## config.mk

```make
export PLATFORM = sky130hd
export DESIGN_NAME = ozmr_div
export DESIGN_NICKNAME = d
export VERILOG_FILES = /design/src/design/ozmr_pkg.sv /design/src/design/ozmr_div.sv
export SDC_FILE = /design/constraint.sdc
export NUM_CORES = 1
export LEC_CHECK = 0
export ABC_AREA = 1
export BUFFER_PORTS_ARGS = -buffer_cell sky130_fd_sc_hd__buf_2
export CORE_AREA = 5 5 108 110
export DETAILED_ROUTE_END_ITERATION = 7
export DIE_AREA = 0 0 113 115
export HOLD_SLACK_MARGIN = 0.06
export PLACE_DENSITY = 0.66
export SLEW_MARGIN = 20
export SYNTH_ARGS = -nofsm -noshare
export SYNTH_HDL_FRONTEND = slang
export SYNTH_SLANG_ARGS = --single-unit
```

## constraint.sdc

```tcl
create_clock -name clk -period 2.5 [get_ports clk]
set_input_delay 0.125 -clock clk [delete_from_list [all_inputs] [get_ports clk]]
set_output_delay 0.125 -clock clk [all_outputs]
set_load 0.03 [all_outputs]
```

## src/design/ozmr_pkg.sv

```systemverilog
// Shared constants and types for the overlap zone median raster.
`timescale 1ns / 1ps
package ozmr_pkg;
  localparam int GRID_SIDE  = 64;
  localparam int SIDE_W     = $clog2(GRID_SIDE);
  localparam int ADDR_W     = 2 * SIDE_W;
  localparam int GRID_DEPTH = GRID_SIDE * GRID_SIDE;
  localparam int CNT_W      = SIDE_W + 1;
  localparam int CELL_W     = 8;
  localparam int COORD_W    = 31;
  localparam int SIZE_W     = 20;
  localparam int OUT_W      = 33;
  localparam int PROD_W     = SIZE_W + CNT_W;

  localparam logic [CELL_W-1:0] CELL_EMPTY   = 8'h00;
  localparam logic [CELL_W-1:0] CELL_OVERLAP = 8'hFF;

  localparam logic [2:0] REG_ORIGIN_X = 3'd0;
  localparam logic [2:0] REG_ORIGIN_Y = 3'd1;
  localparam logic [2:0] REG_CELL_SIZE = 3'd2;
  localparam logic [2:0] REG_ROWS     = 3'd3;
  localparam logic [2:0] REG_COLS     = 3'd4;
  localparam logic [2:0] REG_ROW_MODE = 3'd5;

  localparam logic CMD_ADD    = 1'b0;
  localparam logic CMD_FINISH = 1'b1;

  typedef struct packed {
    logic              we;
    logic [ADDR_W-1:0] addr;
    logic [CELL_W-1:0] data;
  } grid_wr_t;
endpackage

```

## src/design/ozmr_div.sv

```systemverilog
// Bit-serial restoring divider for a cell offset over the cell size.
`timescale 1ns / 1ps
module ozmr_div (
  input  logic                            clk,
  input  logic                            rst_n,
  input  logic                            start,
  input  logic [ozmr_pkg::COORD_W-1:0]    dividend,
  input  logic [ozmr_pkg::SIZE_W-1:0]     divisor,
  output logic                            done,
  output logic [ozmr_pkg::COORD_W-1:0]    quotient
);
  localparam logic [4:0] LAST_STEP = 5'(ozmr_pkg::COORD_W - 1);

  logic [ozmr_pkg::SIZE_W-1:0]  rem_r, rem_nxt;
  logic [ozmr_pkg::COORD_W-1:0] quo_r, quo_nxt;
  logic [ozmr_pkg::SIZE_W-1:0]  dsr_r;
  logic [4:0]                   cnt_r;
  logic                         run_r, done_r;
  logic [ozmr_pkg::SIZE_W:0]    shifted, diff;
  logic                         ge;

  always_comb begin
    shifted = {rem_r, quo_r[ozmr_pkg::COORD_W-1]};
    ge      = shifted >= {1'b0, dsr_r};
    diff    = shifted - {1'b0, dsr_r};
    rem_nxt = ge ? diff[ozmr_pkg::SIZE_W-1:0] : shifted[ozmr_pkg::SIZE_W-1:0];
    quo_nxt = {quo_r[ozmr_pkg::COORD_W-2:0], ge};
  end

  always_ff @(posedge clk) begin
    if (!rst_n) begin
      run_r  <= 1'b0;
      done_r <= 1'b0;
      cnt_r  <= '0;
    end else begin
      done_r <= 1'b0;
      if (start) begin
        run_r <= 1'b1;
        cnt_r <= '0;
      end else if (run_r) begin
        cnt_r <= cnt_r + 5'd1;
        if (cnt_r == LAST_STEP) begin
          run_r  <= 1'b0;
          done_r <= 1'b1;
        end
      end
    end
  end

  always_ff @(posedge clk) begin
    if (start) begin
      rem_r <= '0;
      quo_r <= dividend;
      dsr_r <= divisor;
    end else if (run_r) begin
      rem_r <= rem_nxt;
      quo_r <= quo_nxt;
    end
  end

  assign done     = done_r;
  assign quotient = quo_r;
endmodule

```

==> out/results.ini, run 1 <==
[cts]
htree_levels = 3
root_buffer = clkbuf_8
clockBufferDepth = 2
insertion_delay_ps = 380
clkSinkCount = 78
clk_pin_slew_worst_paths_ps = 90
cts_tree = done
post-cts-setup-buffers = 0
cts_made_buffers = 9

[placed_design]
dp.cells = 821
dpl.hpwl_mm = 8.03
port_buffers = 85
placed_cell_area_mm2 = 0.00517
place_ws_ps = 347
gp_congestion = 0.924

[final_layout]
multi_input_area_mm2 = 0.00210
area_delta_synth_final_pct = 26.8
finalNetCount = 820
final_layout_size_suffix_gt1_share_pct = 17.6
fillers = 949
instances_no_fill = 888
regArea_mm2 = 0.00207
stdcell_area_mm2 = 0.00588
diodes = 0

[timing]
drv_slew = 0
fmaxAchievable_mhz = 456
finalSetupViolCount = 0
period_share_pct = 87.8
fin_ws_ps = 305
fin_crit_ps = 2200
slew_headroom_pct = 43.2
tightestPinTransition_ps = 849
hold_violations = 0
rsz0062_at_grt = no
fin_tns_setup_ps = 0
clock_skew_ps = 11.3

[yosys]
async_flop_share_pct = 0
syn_inst = 607
netlist.area_leader.share_pct = 33.0
yosys_warnings = 0
yosysMostFrequentCell = nand2_1
netlist_top_cells_area = edfxtp_1, nand2_1, dfxtp_1, inv_1, ha_1
synth_seq_cells = 78
synth-edff-count = 51
syn_avg_cell_area_um2 = 7.64
synth_ff_type = edfxtp_1
synth.distinct_cells = 35
syn_area_mm2 = 0.00464
yosysSeqAreaShare_pct = 44.7
synthTopCellsByCount = nand2_1, inv_1, edfxtp_1, nand3_1, nor2_1
postSynthNetCount = 684
yosysTopAreaCell = edfxtp_1

[status]
status = complete, no violations

[setup_path]
crit_fanout = 20
critPathLaunchType = register
required_ps = 2780
path_class = register to register
arrival_ps = 2470
worstSetupEndpointType = register

[die]
row_count = 38
io_pins = 86
design.die.area_mm2 = 0.0130
die_w_um = 113
die_y_um = 115
core-area_mm2 = 0.0106
initial_core_util_pct = 43.7

[worst_hold_path]
hold_path_class = primary input to register

[route]
post-route-drc-count = 0
via_per_inst = 4.83
first_pass_iters = 5
vias = 4289
drt-total-wl_mm = 11.9
ant_nets = 0
drt_iter0_markers = 250
wl_per_cell_um = 13.4

[global_route]
overflow = 0
grt_pass1_wl_mm = 20.0
grt.total_usage_pct = 19.2
antenna_found_initial = 0
grt_max_degree = 54
grt_pass1_vias = 4341

[run]
drv_cap = 0

[pwr]
power_leakage_nw = 2.99
total_power_mw = 3.01
p_per_area_mw_per_mm2 = 512
peakVddDrop_mv = 0.447

per-stage QoR:
step	util, %	hold WS, ps
3_5_place_dp	48.8	304
2_1_floorplan	-	224
6_report	55.4	155
5_1_grt	55.4	193
4_1_cts	55.4	148
3_3_place_gp	48.8	301
cell type report:
type                       count  share of cell area (%)
clock buffer                  11                    2.58
sequential                    78                    35.2
tap                          140                    2.98
clock inverter                 5                   0.702
inverter                      96                    6.13
multi-input combinational    416                    35.7
timing repair buffer         142                    16.7
layout by cell type, fill, tap and decap left out, drive strengths merged:
cell type / synthesis / routed
edfxtp: 51 / 51
o21bai: 1 / 1
xnor2: 7 / 7
nor2: 31 / 31
a31oi: 1 / 1
clkinvlp: 0 / 2
nand3: 61 / 61
nand3b: 8 / 8
o21ai: 12 / 12
o211a: 1 / 1
buf: 8 / 91
clkinv: 4 / 6
fa: 1 / 1
nor3: 9 / 9
nand4: 3 / 3
dlygate4sd3: 0 / 51
dfxtp: 27 / 27
nand2: 237 / 237
nor3b: 1 / 1
ha: 22 / 22
o21a: 1 / 1
xor2: 2 / 2
inv: 92 / 93
a211oi: 1 / 1
clkbuf: 9 / 11
a21oi: 17 / 17
flip-flops by register name (all words and copies together) (netlist names):
signal / cells
dsr_r: 20
run_r: 1
cnt_r: 5
rem_r: 20
done: 1
quotient: 31
worst paths after layout:
check                   start           to  slack [ps]  cells past startpoint
setup reg to reg    dsr_r[10]    rem_r[11]         300                     13
hold reg to reg     rem_r[19]    rem_r[19]         480                      2
setup / recovery    dsr_r[10]    rem_r[11]         300                     13
hold / removal    dividend[0]  quotient[0]         160                      3
cells by family after synthesis:
group           count (synthesis)  synth area share, %
flops                          78                 44.7
simple gates                  350                 33.1
fa+ha+maj                      23                 6.37
xor+xnor                        9                 1.70
compound gates                 34                 4.05
buf+inv                       113                 10.1
per-layer routing:
metal / up-vias / global-route usage (%) / part of all wire, %
met4: 0 / 6.49 / 1.5
met3: 16 / 5.68 / 7.1
li1: 2193 / - / -
met1: 1949 / 23.4 / 45
met2: 131 / 32.6 / 47
met5: - / 0 / 0
worst max-delay path: stages, from the launching register on:
cell and delay [ps]:
edfxtp_1 340, inv_1 40, ha_1 380, nand2_1 100, inv_2 80, nand2_1 110
nor3_2 140, nand2_2 90, nand2_2 100, nand2_4 150, nand2_4 290, o21ai_1 130
nand3_1 90, nand2_1 40
power breakdown:
group,total [mW],leakage [nW],switching [mW],internal (mW)
registers,1.51,0.732,0.0431,1.47
logic,0.547,2.17,0.343,0.203
clock network,0.945,0.0922,0.523,0.422
total,3.01,2.99,0.910,2.10
what timing repair did:
action | 4_1_cts | 5_1_grt
endpoints found under the hold margin | 52 | 0
hold buffers | 51 | 0
resized for setup | 0 | 0
Power figures use the tool's default switching activity.
==> run 2: changes to the inputs <==
Settings changed: REMOVE_ABC_BUFFERS set to 1.
==> run 2 against run 1 <==
Compared with the run above:
- non-clock buffer count up 2
- sequential power about the same
- final area up 0.98%
- register-to-register slack better by 30 ps
- global-route usage down 0.72 points
- combinational power about the same
- power up 3.7%
- critical path type unchanged
- largest cell class unchanged
==> out/results.ini, run 2 (synthesized netlist as in run 1, its figures left out) <==
[placed_design]
dpl.hpwl_mm = 7.91  ; -1.5%
gp_congestion = 0.935  ; +1.1%
port_buffers = 85  ; unchanged
place_ws_ps = 322  ; -24.5 ps
dp.cells = 823  ; +0.24%

[route]
vias = 4211  ; -1.8%
drt_iter0_markers = 154  ; -38%
ant_nets = 0  ; unchanged
drt-total-wl_mm = 11.4  ; -3.5%
via_per_inst = 4.73  ; -2.0%
wl_per_cell_um = 12.9  ; -3.7%
first_pass_iters = 4  ; -1
post-route-drc-count = 0  ; unchanged

[die]
io_pins = 86  ; unchanged
initial_core_util_pct = 43.7  ; unchanged
die_w_um = 113  ; unchanged
design.die.area_mm2 = 0.0130  ; unchanged
core-area_mm2 = 0.0106  ; unchanged
row_count = 38  ; unchanged
die_y_um = 115  ; unchanged

[global_route]
grt_pass1_vias = 4374  ; +0.76%
grt.total_usage_pct = 18.5  ; -0.72 points
antenna_found_initial = 0  ; unchanged
grt_pass1_wl_mm = 19.5  ; -2.7%
grt_max_degree = 40  ; -26%
overflow = 0  ; unchanged

[timing]
clock_skew_ps = 7.19  ; -4.10 ps
fmaxAchievable_mhz = 463  ; +1.6%
hold_violations = 0  ; unchanged
fin_crit_ps = 2160  ; -33.6 ps
rsz0062_at_grt = no
drv_slew = 0  ; unchanged
fin_ws_ps = 338  ; +33.6 ps
fin_tns_setup_ps = 0  ; unchanged
period_share_pct = 86.5  ; -1.3 points
finalSetupViolCount = 0  ; unchanged
slew_headroom_pct = 42.9  ; -0.29 points
tightestPinTransition_ps = 853  ; +4.29 ps

[setup_path]
arrival_ps = 2280  ; -190 ps
cpLargestDelayFamily = buffers and inverters
max_stage_delay_ps = 680  ; +300 ps
cpMaxStageDelayCell = nor2_1
critPathLaunchType = register
required_ps = 2620  ; -160 ps
crit_fanout = 29  ; +45%
path_class = register to register
critPathBufInv = 2  ; unchanged
path_cells = nor2_1 -> inv_1 -> buf_12
worstSetupEndpointType = register

[cts]
clockBufferDepth = 2  ; unchanged
root_buffer = clkbuf_8
cts_resized = 0  ; unchanged
cts_tree = done
insertion_delay_ps = 360  ; -20 ps
cts_made_buffers = 9  ; unchanged
clk_pin_slew_worst_paths_ps = 80  ; about the same
htree_levels = 3  ; unchanged
hold_buffers = 51  ; unchanged
clkSinkCount = 78  ; unchanged
post-cts-setup-buffers = 0  ; unchanged

[final_layout]
final_layout_size_suffix_gt1_share_pct = 17.7  ; +0.086 points
finalNetCount = 822  ; +0.24%
instances_no_fill = 890  ; +0.23%
final_cell_mix = nand2_1, inv_1, buf_2
area_delta_synth_final_pct = 28.0
fillers = 980  ; +3.3%
diodes = 0  ; unchanged
final_common_cell = nand2_1
largest_register_ffs = 31  ; unchanged

[pwr]
power_leakage_nw = 3.03  ; +1.1%
peakVddDrop_mv = 0.433  ; -3.2%
total_power_mw = 3.12  ; +3.7%
p_per_area_mw_per_mm2 = 525  ; +2.6%

[worst_hold_path]
hold_path_class = primary input to register

[status]
status = complete, no violations

[run]
drv_cap = 0  ; unchanged

[run 2: changes by cell type in the layout (fill, tap and decap cells not counted), sizes merged]
cell      before  now
buf           91   93
bufinv         0    2
clkinv         6    5
clkinvlp       2    1
[run 2: report_power, final]
group | switching (mW) | total, mW | leakage (nW) | internal (mW)
Combinational | 0.340 | 0.547 | 2.18 | 0.207
Sequential | 0.0405 | 1.51 | 0.732 | 1.47
Clock | 0.467 | 1.06 | 0.110 | 0.591
Total | 0.847 | 3.12 | 3.03 | 2.27
[run 2: tightest hold or removal path, stage by stage]
cell and delay (ps):
buf_2 80, nor2_1 40, a31oi_1 120
[run 2: through the flow]
stage	hold slack [ps]	cell area [µm²]	utilization, %
after floorplan	224	4530	-
after global placement	302	5200	49.1
after detailed placement	303	5200	49.1
after CTS	110	5940	56.0
after global routing	127	5940	56.0
final	121	5940	56.0
[run 2: worst paths after layout]
kind                                   from      endpoint  slack, ps  depth (start not counted)
worst max-delay path                  run_r  quotient[10]        340                          3
worst min register to register    rem_r[13]     rem_r[13]        470                          2
worst max register to register        run_r  quotient[10]        340                          3
worst min-delay path            dividend[0]   quotient[0]        120                          3
[run 2: cell type report]
type,count,area (µm²),share of cell area (%)
inverters,96,360,6.07
well taps,140,175,2.95
flip-flops and latches,78,2070,34.9
clock buffers,11,141,2.38
multi-input cells,416,2100,35.3
repair buffers,144,1010,17.0
clock inverters,5,81.3,1.37
[run 2: per-layer routing]
layer  track usage (%)  part of all wire, %
met3              4.32                  5.6
met1              21.5                   43
met2              32.5                   49
met4              8.41                  2.4
met5                 0                    0
